$ cat src/hdl/rwsma_pkg.sv
// shared types, constants and helpers of the random walk sensor unit
// used by rwsma_prng, rwsma_cell and random_walk_sensor_moving_average_unit
package rwsma_pkg;

    localparam int LEVEL_W      = 16;
    localparam int WINDOW_DEPTH = 8;    // history depth, a power of two
    localparam int WIN_LOG2     = $clog2(WINDOW_DEPTH);
    localparam int WIN_CNT_W    = (WIN_LOG2 > 0) ? WIN_LOG2 : 1;
    localparam int TOTAL_W      = LEVEL_W + WIN_LOG2;
    localparam int SUM_W        = LEVEL_W + 2;

    localparam logic [LEVEL_W-1:0] LEVEL_RESET   = 16'd500;
    localparam logic [LEVEL_W-1:0] LEVEL_MIN_RST = 16'd0;
    localparam logic [LEVEL_W-1:0] LEVEL_MAX_RST = 16'd1000;
    localparam logic [TOTAL_W-1:0] TOTAL_RESET   =
        TOTAL_W'(LEVEL_RESET) << WIN_LOG2;

    localparam int PRNG_W = 31;
    localparam logic [PRNG_W-1:0] LCG_MUL    = 31'd1103515245;
    localparam logic [PRNG_W-1:0] LCG_ADD    = 31'd12345;
    localparam logic [PRNG_W-1:0] PRNG_SEED  = 31'd123456789;
    localparam logic [SUM_W-1:0]  STEP_BIAS  = 18'd5;
    localparam int                FOLD_W     = 12;    // sum of three 10-bit segments and a bit

    typedef enum logic [1:0] {
        OP_INIT = 2'd0,
        OP_TICK = 2'd1,
        OP_SET  = 2'd2
    } op_t;

    typedef enum logic [0:0] {
        REG_LEVEL_MIN = 1'b0,
        REG_LEVEL_MAX = 1'b1
    } reg_idx_t;

    typedef enum logic [4:0] {
        ST_IDLE  = 5'b00001,
        ST_RAND  = 5'b00010,
        ST_STORE = 5'b00100,
        ST_FILL  = 5'b01000,
        ST_DONE  = 5'b10000
    } state_t;

    typedef struct packed {
        logic start;
    } prng_ctl_t;

    typedef struct packed {
        logic       done;
        logic [3:0] step;   // state mod 11
    } prng_stat_t;

    // remainder by 11 of an 11-bit value: reciprocal estimate plus one fixup
    function automatic logic [3:0] mod11(input logic [10:0] v);
        logic [19:0] p;
        logic [7:0]  q;
        logic [10:0] r;
        p = 20'(v) * 20'd372;
        q = p[19:12];
        r = v - 11'(11'(q) * 11'd11);
        if (r >= 11'd11)
        begin
            r = r - 11'd11;
        end
        return r[3:0];
    endfunction

endpackage

$ cat src/hdl/random_walk_sensor_moving_average_unit.sv
// channel  dir  handshake            payload
// s        in   s_tvalid/s_tready    s_tuser[1:0] op, s_tdata[15:0] new_level
// m        out  m_tvalid/m_tready    m_tdata[15:0] current_level, [31:16] predicted_level
// cfg      in   cfg_valid/cfg_ready  cfg_index, cfg_data (always ready)
//
// one word at a time: tick waits for the two-stage mod 11 and init shifts
// the midpoint through every history cell.
// after reset the history holds 500 everywhere, no clearing pass.
// a stalled result sits in the output register while the next word is taken.
//
// top level of the random walk level sensor with moving average
// depends on rwsma_pkg, rwsma_prng, rwsma_cell
module random_walk_sensor_moving_average_unit
    import rwsma_pkg::*;
(
    input  logic        clk,
    input  logic        rst_n,
    input  logic        s_tvalid,
    output logic        s_tready,
    input  logic [15:0] s_tdata,    // new_level
    input  logic [1:0]  s_tuser,    // op
    output logic        m_tvalid,
    input  logic        m_tready,
    output logic [31:0] m_tdata,    // current_level, predicted_level
    input  logic        cfg_valid,
    output logic        cfg_ready,
    input  logic [0:0]  cfg_index,
    input  logic [15:0] cfg_data
);

    state_t               state_reg;
    op_t                  op_reg;
    logic [LEVEL_W-1:0]   nv_reg;
    logic [LEVEL_W-1:0]   level_min_reg, level_max_reg;
    logic [LEVEL_W-1:0]   level_reg;
    logic [TOTAL_W-1:0]   total_reg;
    logic [WIN_CNT_W-1:0] fill_cnt_reg;
    logic                 m_tvalid_reg;
    logic [31:0]          m_tdata_reg;

    logic                 accept;
    logic                 out_free;
    logic [LEVEL_W:0]     mid_sum;
    logic [SUM_W-1:0]     cand;
    logic [SUM_W-1:0]     floored;
    logic [LEVEL_W-1:0]   sat_level;
    logic                 shift;
    logic [LEVEL_W-1:0]   shift_in;
    logic [LEVEL_W-1:0]   cell_q [WINDOW_DEPTH];
    prng_ctl_t            prng_ctl;
    prng_stat_t           prng_stat;

    assign s_tready  = (state_reg == ST_IDLE);
    assign accept    = s_tvalid && s_tready;
    assign cfg_ready = 1'b1;
    assign out_free  = !m_tvalid_reg || m_tready;
    assign mid_sum   = {1'b0, level_min_reg} + {1'b0, level_max_reg};

    assign prng_ctl.start = accept && (op_t'(s_tuser) == OP_TICK);

    rwsma_prng u_prng
    (
        .clk   (clk),
        .rst_n (rst_n),
        .ctl   (prng_ctl),
        .stat  (prng_stat)
    );

    // candidate as a signed sum, floor first then ceiling
    always_comb
    begin
        if (op_reg == OP_TICK)
        begin
            cand = SUM_W'(level_reg) + SUM_W'(prng_stat.step) - STEP_BIAS;
        end
        else
        begin
            cand = SUM_W'(nv_reg);
        end
        if ($signed(cand) < $signed(SUM_W'(level_min_reg)))
        begin
            floored = SUM_W'(level_min_reg);
        end
        else
        begin
            floored = cand;
        end
        if ($signed(floored) > $signed(SUM_W'(level_max_reg)))
        begin
            sat_level = level_max_reg;
        end
        else
        begin
            sat_level = floored[LEVEL_W-1:0];
        end
    end

    assign shift    = (state_reg == ST_STORE) || (state_reg == ST_FILL);
    assign shift_in = (state_reg == ST_STORE) ? sat_level : level_reg;

    // head cell holds the oldest entry, new words enter at the tail
    for (genvar i = 0; i < WINDOW_DEPTH; i++)
    begin : g_cell
        logic [LEVEL_W-1:0] d;
        if (i == WINDOW_DEPTH - 1)
        begin : g_tail
            assign d = shift_in;
        end
        else
        begin : g_body
            assign d = cell_q[i+1];
        end
        rwsma_cell u_cell
        (
            .clk   (clk),
            .rst_n (rst_n),
            .shift (shift),
            .d     (d),
            .q     (cell_q[i])
        );
    end

    always_ff @(posedge clk or negedge rst_n)
    begin
        if (!rst_n)
        begin
            level_min_reg <= LEVEL_MIN_RST;
            level_max_reg <= LEVEL_MAX_RST;
        end
        else if (cfg_valid && cfg_ready)
        begin
            case (reg_idx_t'(cfg_index))
                REG_LEVEL_MIN: level_min_reg <= cfg_data;
                REG_LEVEL_MAX: level_max_reg <= cfg_data;
                default: ;
            endcase
        end
    end

    always_ff @(posedge clk or negedge rst_n)
    begin
        if (!rst_n)
        begin
            state_reg    <= ST_IDLE;
            op_reg       <= OP_INIT;
            level_reg    <= LEVEL_RESET;
            total_reg    <= TOTAL_RESET;
            fill_cnt_reg <= '0;
            m_tvalid_reg <= 1'b0;
        end
        else
        begin
            if (m_tvalid_reg && m_tready)
            begin
                m_tvalid_reg <= 1'b0;
            end
            case (state_reg)
                ST_IDLE:
                begin
                    if (accept)
                    begin
                        op_reg <= op_t'(s_tuser);
                        case (op_t'(s_tuser))
                            OP_INIT:
                            begin
                                level_reg    <= mid_sum[LEVEL_W:1];
                                total_reg    <= '0;
                                fill_cnt_reg <= '0;
                                state_reg    <= ST_FILL;
                            end
                            OP_TICK: state_reg <= ST_RAND;
                            OP_SET:  state_reg <= ST_STORE;
                            default: state_reg <= ST_DONE;
                        endcase
                    end
                end
                ST_RAND:
                begin
                    if (prng_stat.done)
                    begin
                        state_reg <= ST_STORE;
                    end
                end
                ST_STORE:
                begin
                    level_reg <= sat_level;
                    total_reg <= total_reg - TOTAL_W'(cell_q[0]) + TOTAL_W'(sat_level);
                    state_reg <= ST_DONE;
                end
                ST_FILL:
                begin
                    total_reg    <= total_reg + TOTAL_W'(level_reg);
                    fill_cnt_reg <= fill_cnt_reg + 1'b1;
                    if (fill_cnt_reg == WIN_CNT_W'(WINDOW_DEPTH - 1))
                    begin
                        state_reg <= ST_DONE;
                    end
                end
                ST_DONE:
                begin
                    if (out_free)
                    begin
                        m_tvalid_reg <= 1'b1;
                        state_reg    <= ST_IDLE;
                    end
                end
                default: state_reg <= ST_IDLE;
            endcase
        end
    end

    always_ff @(posedge clk)
    begin
        if (accept)
        begin
            nv_reg <= s_tdata;
        end
        if ((state_reg == ST_DONE) && out_free)
        begin
            m_tdata_reg <= {total_reg[TOTAL_W-1:WIN_LOG2], level_reg};
        end
    end

    assign m_tvalid = m_tvalid_reg;
    assign m_tdata  = m_tdata_reg;

endmodule

$ cat src/hdl/rwsma_prng.sv
// linear congruential generator with a two-stage remainder by 11
// depends on rwsma_pkg
module rwsma_prng
    import rwsma_pkg::*;
(
    input  logic       clk,
    input  logic       rst_n,
    input  prng_ctl_t  ctl,
    output prng_stat_t stat
);

    logic [PRNG_W-1:0] prng_reg, prng_next;
    logic [FOLD_W-1:0] fold_reg;
    logic [FOLD_W-1:0] fold_sum;
    logic [10:0]       fold_low;
    logic [3:0]        rem_reg;
    logic [1:0]        stage_reg;
    logic              done_reg;

    // low 31 bits of the product are all the mask keeps
    assign prng_next = PRNG_W'(prng_reg * LCG_MUL + LCG_ADD);

    // 2**10 is 1 mod 11, so 10-bit segments can simply be added
    assign fold_sum = FOLD_W'(prng_reg[9:0]) + FOLD_W'(prng_reg[19:10])
                    + FOLD_W'(prng_reg[29:20]) + FOLD_W'(prng_reg[30]);
    assign fold_low = 11'(fold_reg[9:0]) + 11'(fold_reg[11:10]);

    always_ff @(posedge clk or negedge rst_n)
    begin
        if (!rst_n)
        begin
            prng_reg  <= PRNG_SEED;
            stage_reg <= '0;
            done_reg  <= 1'b0;
        end
        else
        begin
            stage_reg <= {stage_reg[0], ctl.start};
            done_reg  <= stage_reg[1];
            if (ctl.start)
            begin
                prng_reg <= prng_next;
            end
        end
    end

    // remainder datapath, registered in fold_reg and then rem_reg after the state steps
    always_ff @(posedge clk)
    begin
        fold_reg <= fold_sum;
        rem_reg  <= mod11(fold_low);
    end

    assign stat.done = done_reg;
    assign stat.step = rem_reg;

endmodule

$ cat src/hdl/rwsma_cell.sv
// one entry of the history chain, shifts toward the head on enable
// depends on rwsma_pkg
module rwsma_cell
    import rwsma_pkg::*;
(
    input  logic               clk,
    input  logic               rst_n,
    input  logic               shift,
    input  logic [LEVEL_W-1:0] d,
    output logic [LEVEL_W-1:0] q
);

    logic [LEVEL_W-1:0] entry_reg;

    always_ff @(posedge clk or negedge rst_n)
    begin
        if (!rst_n)
        begin
            entry_reg <= LEVEL_RESET;
        end
        else if (shift)
        begin
            entry_reg <= d;
        end
    end

    assign q = entry_reg;

endmodule
$ cat config.mk
export PLATFORM = sky130hd
export DESIGN_NAME = random_walk_sensor_moving_average_unit
export DESIGN_NICKNAME = d
export VERILOG_FILES = /design/src/hdl/rwsma_pkg.sv /design/src/hdl/random_walk_sensor_moving_average_unit.sv /design/src/hdl/rwsma_prng.sv /design/src/hdl/rwsma_cell.sv
export SDC_FILE = /design/constraint.sdc
export NUM_CORES = 1
export LEC_CHECK = 0
export CAP_MARGIN = 20
export CELL_PAD_IN_SITES_DETAIL_PLACEMENT = 0
export CELL_PAD_IN_SITES_GLOBAL_PLACEMENT = 1
export CORE_ASPECT_RATIO = 1.1
export CORE_MARGIN = 4
export CORE_UTILIZATION = 50
export DETAILED_ROUTE_END_ITERATION = 16
export DONT_BUFFER_PORTS = 1
export GPL_TIMING_DRIVEN = 0
export MAX_ROUTING_LAYER = met4
export PLACE_DENSITY_LB_ADDON = 0.1
export SLEW_MARGIN = 20
export SYNTH_ARGS = -nofsm -noshare
export SYNTH_HDL_FRONTEND = slang
export SYNTH_SLANG_ARGS = --single-unit
$ cat constraint.sdc
create_clock -name clk -period 10.7 [get_ports clk]
set_input_delay 2.14 -clock clk [delete_from_list [all_inputs] [get_ports clk]]
set_output_delay 2.14 -clock clk [all_outputs]
set_load 0.01 [all_outputs]
==> results of run 1 <==
-- cells in the final DEF (no fill, tap or decap), types with 10 or more instances in the layout --
| cell type | count |
|---|---|
| xnor2_1 | 92 |
| and3_1 | 11 |
| mux2_2 | 143 |
| a211oi_1 | 22 |
| o21ai_0 | 111 |
| dfrtp_1 | 156 |
| ha_1 | 386 |
| xor2_1 | 56 |
| o31ai_1 | 12 |
| a21o_1 | 46 |
| o21bai_1 | 10 |
| dfstp_2 | 83 |
| dfxtp_1 | 16 |
| o211ai_1 | 12 |
| nand2_1 | 132 |
| clkbuf_1 | 50 |
| edfxtp_1 | 48 |
| fa_1 | 241 |
| a21oi_1 | 123 |
| nor2_1 | 73 |
| a22oi_1 | 24 |
| nand2b_1 | 22 |
| nor3_1 | 28 |
| clkbuf_16 | 37 |
| nand3_1 | 30 |
| inv_1 | 545 |
| nor2b_1 | 12 |
| o21ai_1 | 19 |
| o21a_1 | 15 |
-- kinds of logic (layout without fill, tap and decap cells) --
| logic type | after synthesis | count (layout) | share of synthesized area (%) |
|---|---|---|---|
| adder cells (fa/ha/maj) | 628 | 628 | 35.0 |
| buffers and inverters | 597 | 663 | 8.22 |
| AO/OA/AOI/OAI | 464 | 464 | 10.7 |
| AND/OR/NAND/NOR | 356 | 356 | 6.06 |
| flip-flops | 304 | 304 | 28.5 |
| multiplexers | 161 | 161 | 6.77 |
| XOR/XNOR | 148 | 148 | 4.70 |
| other | 1 | 2 | 0.0136 |
-- timing repair --
action / CTS / global route
endpoints found under the setup margin: 6 / 9
gates resized for setup: 6 / 8
cloned: 0 / 0
setup buffers: 0 / 0
-- worst reg2reg max path: cells and delay by family, from the launching register on --
kind                     cells  cell delay (ns)
buffers and inverters        6             0.69
adder cells (fa/ha/maj)      9             2.98
multiplexers                 2             0.62
XOR/XNOR                     1             0.27
flip-flops                   1             0.54
AND/OR/NAND/NOR              3             0.38
AO/OA/AOI/OAI               22             4.58
-- through the flow --
stage | instance area (µm²) | setup slack [ns] | hold slack, ns | std cells
after detailed placement | 28500 | -0.299 | 0.338 | 3396
after global placement | 28500 | -0.272 | 0.336 | 3395
after floorplan | 27600 | 2.25 | 0.331 | 2659
after global routing | 29800 | 0.0154 | 0.360 | 3461
final | 29800 | 0.532 | 0.349 | 3462
after CTS | 29800 | 0.112 | 0.352 | 3462
-- routing by layer --
| layer | global-route usage (%) | vias up |
|---|---|---|
| met5 | - | - |
| met4 | 6.83 | 0 |
| met3 | 4.24 | 107 |
| met2 | 40.6 | 387 |
| met1 | 34.4 | 9357 |
| li1 | - | 8911 |
-- final timing paths --
kind                                           from             endpoint  slack (ns)
worst min register to register  u_prng.stage_reg[0]  u_prng.stage_reg[1]        0.35
min in group asynchronous                     rst_n        total_reg[12]        1.30
worst max register to register         level_reg[1]        total_reg[18]        0.53
max in group asynchronous                     rst_n         level_reg[1]        8.86
worst min-delay path            u_prng.stage_reg[0]  u_prng.stage_reg[1]        0.35
worst max-delay path                   level_reg[1]        total_reg[18]        0.53
-- final cells by class --
cell class                 instances  area (µm²)  area share [%]
timing repair buffer               1        20.0          0.0672
inverter                         547        2050            6.89
buffer                            49         214           0.718
clock buffer                      48         997            3.35
sequential                       304        7870            26.4
antenna                            1        2.50         0.00840
multi-input combinational       1758       17500            58.8
tap                              736         921            3.09
clock inverter                    18         205           0.689
==> metrics.yaml, run 1 <==
cp.depth: 43
timing.final.crit_share_pct: 95.0
die_x_um: 232
synth_most_common_cell: "inv_1"
clk_latency_ns: 0.56
syn_inst: 2659
wl_met3_um: 3700
yosys.area.top_type: "ha_1"
route.layer.met1.wl_um: 32800
avgSynthCellArea_um2: 10.4
final_antenna_net_count: 0
yosys_register_bits: 304
synth_edf_count: 48
synthFlopType: "dfrtp_1"
cp_max_fo: 10
synth_common_cells: "inv_1, ha_1, fa_1"
hold_depth: 0
cts-htree-levels: 2
r2r_cells: 43
cpMaxStageDelayCell: "dfrtp_2"
cts_buffers: 36
wire_per_inst_um: 20.7
run_status: "completed"
drive_above_1_share_pct: 12.1
setup_viol: 0
syn_nets: 3327
fmax_ghz: 0.0983
synth_top_area_share_pct: 17.5
grt_overflow_total: 0
largest_reg_flops: 128
cts_tree: "done"
root_buffer: "clkbuf_16"
clk_transition_reported_paths_ns: 0.06
crit_top_cell: "ha_1"
routed.top_layer: "met4"
dr.first_iter.drc_count: 1029
rows: 90
tns_ns: 0
route.met2.wl_um: 33000
hold_path_class: "reg -> reg"
first_pass_iters: 6
maxSlewHeadroom_pct: 25.6
die_h_um: 254
yosysSeqAreaShare_pct: 28.5
crit_path_start_kind: "register"
crit_buf_inv: 6
grt_start_max_net_pins: 241
synthTopCellsByArea: "ha_1, fa_1, dfrtp_1"
period_needed_ns: 10.17
fp.coreArea_um2: 54700
fillCellCount: 4920
vias: 18800
io_buffers: 0
fin_nets: 3365
worst_slew_pin_slew_ns: 1.11
area.growth.synth_to_final_pct: 7.96
avgViaCountPerCell: 5.42
clock_sink_count: 304
fin_skew_ns: 0.0201
rsz0062_at_grt: "false"
grt_pass1_vias: 19600
max_stage_delay_ns: 0.54
synth_warnings: 0
synth.distinct_cells: 81
grt_util_all_layers_pct: 25.6
required_ns: 11.13
drc: 0
hold_buffers: 0
cp-end-kind: "register"
pin_count: 75
antenna_found_initial: 0
async_reset_ff_share_pct: 78.9
dp_hpwl_um: 58000
cp.arrival_ns: 10.59
maxCapViolCount: 0
clk_path_buf_depth: 3
post-route-util_pct: 54.5
drv_slew: 0
grt_pass1_wl_um: 113000
syn-cell-area_um2: 27600
gp_congestion: 0.943
start_util_pct: 50.4
critPathKind: "reg -> reg"
die-area_um2: 59000
crit_family: "compound AO/OA/AOI/OAI gates"
wl_um: 71700
hold_viol_final: 0
Power of run 1 is left out: the tool's default activity adds up to more than one toggle a clock period on the data nets, which glitch-free logic cannot reach.
==> run 2, diff against run 1 <==
- CAP_MARGIN: 20 -> unset
- CORE_ASPECT_RATIO: 1.1 -> unset
- REMOVE_ABC_BUFFERS: unset -> 1
==> run 2 against run 1 <==
Critical path depth fell by 3. Die area barely moved. Cell area rose by 0.80%. Sequential share of layout area fell by 0.21 points. Global-route usage fell by 1.8 points. Maximum frequency rose by 1.1%. Final cell count fell by 1.9%. Worst setup slack improved by 0.11 ns. Register-to-register slack improved by 0.11 ns. Hold slack got worse by 0.0021 ns. Routed wire length fell by 6.3%. Largest cell class unchanged.
==> metrics.yaml, run 2 (synthesized netlist as in run 1, its figures left out) <==
run_status: "completed"  # unchanged
largest_reg_flops: 128  # unchanged
cts_tree: "done"  # unchanged
cts-htree-levels: 2  # unchanged
hold_buffers: 0  # unchanged
avgViaCountPerCell: 5.41  # was 5.42
antenna_found_initial: 3  # was 0
route.met2.wl_um: 29800  # was 33000 µm
start_util_pct: 50.9  # was 50.4%
wire_per_inst_um: 19.8  # was 20.7 µm
period_needed_ns: 10.06  # was 10.17 ns
final_cell_mix: "inv_1, ha_1, fa_1, dfrtp_1, mux2_2"  # unchanged
fillCellCount: 4801  # was 4920
hold_path_class: "reg -> reg"  # unchanged
fmax_ghz: 0.0995  # was 0.0983 GHz
grt_pass1_vias: 19400  # was 19600
multi_input_area_um2: 17600  # was 17500 µm²
grt_pass1_wl_um: 108000  # was 113000 µm
placed_area_um2: 28600  # was 28500 µm²
fin_nets: 3336  # was 3365
required_ns: 11.10  # was 11.13 ns
final_antenna_net_count: 0  # unchanged
stdcell_area_um2: 30000  # was 29800 µm²
routed.top_layer: "met4"  # unchanged
first_pass_iters: 5  # was 6
drive_above_1_share_pct: 13.4  # was 12.1%
drv_slew: 0  # unchanged
die-area_um2: 59000  # about the same
finalWorstSetupSlack_ns: 0.645  # was 0.532 ns
register_area_um2: 7870  # about the same
clock_sink_count: 304  # unchanged
wl_um: 67100  # was 71700 µm
drc: 0  # unchanged
fp.coreArea_um2: 54200  # was 54700 µm²
grt_overflow_total: 0  # unchanged
route.layer.met1.wl_um: 31900  # was 32800 µm
cp_max_fo: 14  # was 10
critPathKind: "reg -> reg"  # unchanged
final_common_cell: "inv_1"  # unchanged
grt_start_max_net_pins: 241  # unchanged
grt_util_all_layers_pct: 23.8  # was 25.6%
maxSlewHeadroom_pct: 29.6  # was 25.6%
cts_buffers: 38  # was 36
post-route-util_pct: 55.4  # was 54.5%
hold_viol_final: 0  # unchanged
wl_met3_um: 3270  # was 3700 µm
dr.first_iter.drc_count: 873  # was 1029
die_h_um: 243  # was 254 µm
cpMaxStageDelayCell: "dfrtp_1"  # was dfrtp_2
rows: 85  # was 90
die_x_um: 243  # was 232 µm
fin_skew_ns: 0.0213  # was 0.0201 ns
root_buffer: "clkbuf_16"  # unchanged
gp_congestion: 0.916  # was 0.943
vias: 18400  # was 18800
setup_viol: 0  # unchanged
rsz0062_at_grt: "false"  # unchanged
whs_ns: 0.347  # was 0.349 ns
clk_path_buf_depth: 3  # unchanged
cp.arrival_ns: 10.46  # was 10.59 ns
io_buffers: 0  # unchanged
clk_latency_ns: 0.57  # was 0.56 ns
max_stage_delay_ns: 0.52  # was 0.54 ns
pin_count: 75  # unchanged
crit_path_start_kind: "register"  # unchanged
clk_transition_reported_paths_ns: 0.06  # about the same
maxCapViolCount: 0  # unchanged
cp-end-kind: "register"  # unchanged
area.growth.synth_to_final_pct: 8.83  # was 7.96%
worst_slew_pin_slew_ns: 1.05  # was 1.11 ns
pre_cts_slack_ns: -0.252  # was -0.299 ns
timing.final.crit_share_pct: 94.0  # was 95.0%
dp_hpwl_um: 52800  # was 58000 µm
## run 2: changes by cell type in the layout (fill, tap and decap cells not counted), sizes merged
| cell | before | now |
|---|---|---|
| buf | 7 | 19 |
| bufinv | 3 | 5 |
| clkbuf | 91 | 50 |
| diode | 1 | 3 |
| clkinvlp | 5 | 3 |
| inv | 548 | 552 |
| clkinv | 9 | 7 |
## run 2: final timing paths
kind | startpoint | to | slack (ns) | cells after the start
worst max-delay path | level_reg[1] | total_reg[17] | 0.64 | 40
worst min-delay path | u_prng.stage_reg[1] | u_prng.done_reg | 0.35 | 0
worst max register to register | level_reg[1] | total_reg[17] | 0.64 | 40
worst min register to register | u_prng.stage_reg[1] | u_prng.done_reg | 0.35 | 0
max in group asynchronous | rst_n | total_reg[11] | 8.93 | 0
min in group asynchronous | rst_n | u_prng.prng_reg[18] | 1.28 | 0
## run 2: metrics by stage
stage	std cells	TNS [ns]
floorplan	2609	0
global placement	3305	-9.01
detailed placement	3322	-0.665
CTS	3392	0
global route	3397	0
finish	3397	0
## run 2: repair_timing
action | 4_1_cts | 5_1_grt
endpoints found under the hold margin | 0 | 0
gates cloned | 0 | 0
resized for setup | 2 | 9
pin swaps | 0 | 2
buffers inserted | 0 | 2
endpoints found under the setup margin | 5 | 9
## run 2: routing by layer
| metal | up-vias | global-route usage (%) |
|---|---|---|
| li1 | 8855 | - |
| met2 | 322 | 36.1 |
| met3 | 103 | 4.18 |
| met1 | 9113 | 33.0 |
| met5 | - | - |
| met4 | 0 | 6.94 |
## run 2: cell type report
| type | instances | share of cell area [%] |
|---|---|---|
| timing repair buffer | 19 | 1.06 |
| inverter | 547 | 6.84 |
| clock buffer | 50 | 3.59 |
| tap | 696 | 2.90 |
| sequential | 304 | 26.2 |
| clock inverter | 20 | 0.908 |
| multi-input combinational | 1758 | 58.5 |
| antenna | 3 | 0.0250 |
## run 2: critical path: cells and delay by family, from the launching register on
family                     cells  cell delay (ns)
muxes                          1             0.35
buffers and inverters          4             0.40
xor gates and xnor gates       2             0.38
DFF                            1             0.52
AOI/OAI and AO/OA             23             5.17
and+or+nand+nor                2             0.27
adders and majority gates      8             2.77
Power of run 2 is left out for the same reason.
==> run 3, diff against run 2 <==
- SYNTH_HIERARCHICAL: unset -> 1
==> run 3 against run 2 <==
Non-clock buffer count down 6. Flip-flop and latch count did not move. Global-route usage fell by 0.22 points. Hold slack better by 0.0050 ns. Clock skew rose by 0.0053 ns. Synthesized area increased by 3.6%. Die area increased by 3.5%. Register-to-register slack is essentially flat. Final cell count is 3.2% higher.
==> metrics.yaml, run 3 <==
worst_slew_pin_slew_ns: 1.05  # about the same
timing.final.crit_share_pct: 93.9  # was 94.0%
final_cell_mix: "inv_1, ha_1, fa_1, dfrtp_1, a21oi_1"  # was inv_1, ha_1, fa_1, dfrtp_1, mux2_2
antennaDiodeCount: 0  # was 3
root_buffer: "clkbuf_16"  # unchanged
clk_latency_ns: 0.55  # was 0.57 ns
crit_top_cell: "ha_1"
rsz0062_at_grt: "false"  # unchanged
hold_viol_final: 0  # unchanged
antenna_found_initial: 0  # was 3
cts_buffers: 35  # was 38
fin_nets: 3384  # was 3336
fin_skew_ns: 0.0266  # was 0.0213 ns
final_common_cell: "inv_1"  # unchanged
yosys.area.top_type: "fa_1"  # was ha_1
synth.distinct_cells: 95  # was 81
r2r_cells: 42  # was 40
synth_edf_count: 48  # unchanged
dp.cells: 3442  # was 3322
fmax_ghz: 0.0995  # about the same
grtUsageMet3_pct: 3.97  # was 4.18%
avgViaCountPerCell: 5.34  # was 5.41
yosysSeqAreaShare_pct: 27.5  # was 28.5%
required_ns: 11.07  # was 11.10 ns
critPathKind: "reg -> reg"  # unchanged
avgSynthCellArea_um2: 10.5  # was 10.4 µm²
grt_start_max_net_pins: 241  # unchanged
whs_ns: 0.352  # was 0.347 ns
hold_depth: 0  # unchanged
crit_path_start_kind: "register"  # unchanged
maxCapViolCount: 0  # unchanged
die_x_um: 247  # was 243 µm
synth_top_area_share_pct: 17.3  # was 17.5%
wire_per_inst_um: 19.4  # was 19.8 µm
grt_pass1_vias: 19600  # was 19400
largest_reg_flops: 128  # unchanged
cpMaxStageDelayCell: "dfrtp_2"  # was dfrtp_1
gp_congestion: 0.916  # about the same
io_buffers: 0  # unchanged
pin_count: 75  # unchanged
synth_most_common_cell: "inv_1"  # unchanged
syn-cell-area_um2: 28600  # was 27600 µm²
synthFlopType: "dfrtp_1"  # unchanged
synth_warnings: 6  # was 0
final_cells: 3506  # was 3397
met1_usage_pct: 35.1  # was 33.0%
reg2reg_from: "level_reg[1]"  # unchanged
start_util_pct: 50.6  # was 50.9%
maxSlewHeadroom_pct: 29.6  # about the same
vias: 18700  # was 18400
area.growth.synth_to_final_pct: 6.88  # was 8.83%
clk_path_buf_depth: 3  # unchanged
synthTopCellsByArea: "fa_1, ha_1, dfrtp_1"  # was ha_1, fa_1, dfrtp_1
timing.rr.end: "total_reg[16]"  # was total_reg[17]
cts-htree-levels: 2  # unchanged
hold_buffers: 0  # unchanged
rows: 87  # was 85
wl_um: 67900  # was 67100 µm
drc: 0  # unchanged
period_needed_ns: 10.05  # was 10.06 ns
grt_pass1_wl_um: 110000  # was 108000 µm
yosys_register_bits: 304  # unchanged
grt_util_all_layers_pct: 23.6  # was 23.8%
met2_usage_pct: 34.5  # was 36.1%
async_reset_ff_share_pct: 78.9  # unchanged
clock_sink_count: 304  # unchanged
cp.arrival_ns: 10.43  # was 10.46 ns
ff2ff_setup_slack_ns: 0.65  # was 0.64 ns
cts_tree: "done"  # unchanged
cp_max_fo: 17  # was 14
cp-end-kind: "register"  # unchanged
drv_slew: 0  # unchanged
die-area_um2: 61100  # was 59000 µm²
grt-busiest-layer: "met1"  # was met2
die_h_um: 247  # was 243 µm
hp-start: "u_prng/stage_reg[1]"  # was u_prng.stage_reg[1]
run_status: "completed"  # unchanged
synth_common_cells: "inv_1, ha_1, fa_1"  # unchanged
grt_overflow_total: 0  # unchanged
drive_above_1_share_pct: 13.3  # was 13.4%
fp.coreArea_um2: 56500  # was 54200 µm²
syn_inst: 2730  # was 2659
clk_transition_reported_paths_ns: 0.07  # was 0.06 ns
dp_hpwl_um: 54500  # was 52800 µm
hold_path_class: "reg -> reg"  # unchanged
first_pass_iters: 5  # unchanged
dr.first_iter.drc_count: 1179  # was 873
max_stage_delay_ns: 0.48  # was 0.52 ns
whs_endpoint: "u_prng/done_reg"  # was u_prng.done_reg
setup_viol: 0  # unchanged
final_antenna_net_count: 0  # unchanged
run 3: cell families after synthesis:
family                     after synthesis  synth area share, %
AOI/OAI and AO/OA                      449                 10.2
xor gates and xnor gates               136                 4.19
adders and majority gates              620                 33.6
buffers and inverters                  644                 9.29
DFF                                    304                 27.5
muxes                                  184                 8.52
other                                    1               0.0131
and+or+nand+nor                        392                 6.68
run 3: worst max-delay path by stage:
| stage | start | depth (start not counted) | endpoint | slack [ns] |
|---|---|---|---|---|
| after floorplan | level_reg[1] | 36 | total_reg[9] | 1.65 |
| after global placement | level_reg[1] | 36 | total_reg[16] | -0.43 |
| after detailed placement | level_reg[1] | 41 | total_reg[16] | 0.05 |
| after CTS | level_reg[1] | 41 | total_reg[16] | 0.21 |
| after global routing | level_reg[1] | 42 | total_reg[16] | 0.01 |
| final | level_reg[1] | 42 | total_reg[16] | 0.65 |
run 3: worst max-delay path: cells and delay by family, from the launching register on:
| kind | cells | cell delay, ns |
|---|---|---|
| xor+xnor | 1 | 0.22 |
| flops | 1 | 0.48 |
| buf+inv | 6 | 0.66 |
| simple gates | 9 | 1.72 |
| mux | 2 | 0.51 |
| fa+ha+maj | 9 | 2.76 |
| compound gates | 15 | 3.48 |
run 3: metrics by stage:
step	area (µm²)	worst slack, ns	util, %	TNS (ns)
finish	30600	0.647	54.1	0
global route	30600	0.0110	54.1	0
CTS	30500	0.215	54.0	0
detailed placement	29300	0.0548	51.9	0
global placement	29100	-0.429	51.5	-2.98
floorplan	28100	1.65	-	0
run 3: cell type report:
class                           instances  area (µm²)
Inverter                              588        2210
Sequential cell                       304        7870
Multi-Input combinational cell       1782       18100
Clock inverter                         18         228
Tap cell                              756         946
Timing Repair Buffer                   13         209
Fill cell                            5038       25900
Clock buffer                           45         953
run 3: repair_timing:
action                     CTS  global route
resized for setup            1             5
pin swaps                    0             1
setup endpoints to repair    1             9
buffers inserted             0             1
run 3: routing by layer:
metal,part of all wire (%),wire (µm),up-vias
met5,0,0,-
met4,1.4,980,0
met3,4.9,3300,73
met2,43,29000,336
met1,51,34700,9284
li1,-,-,9040
Power of run 3 is left out for the same reason.
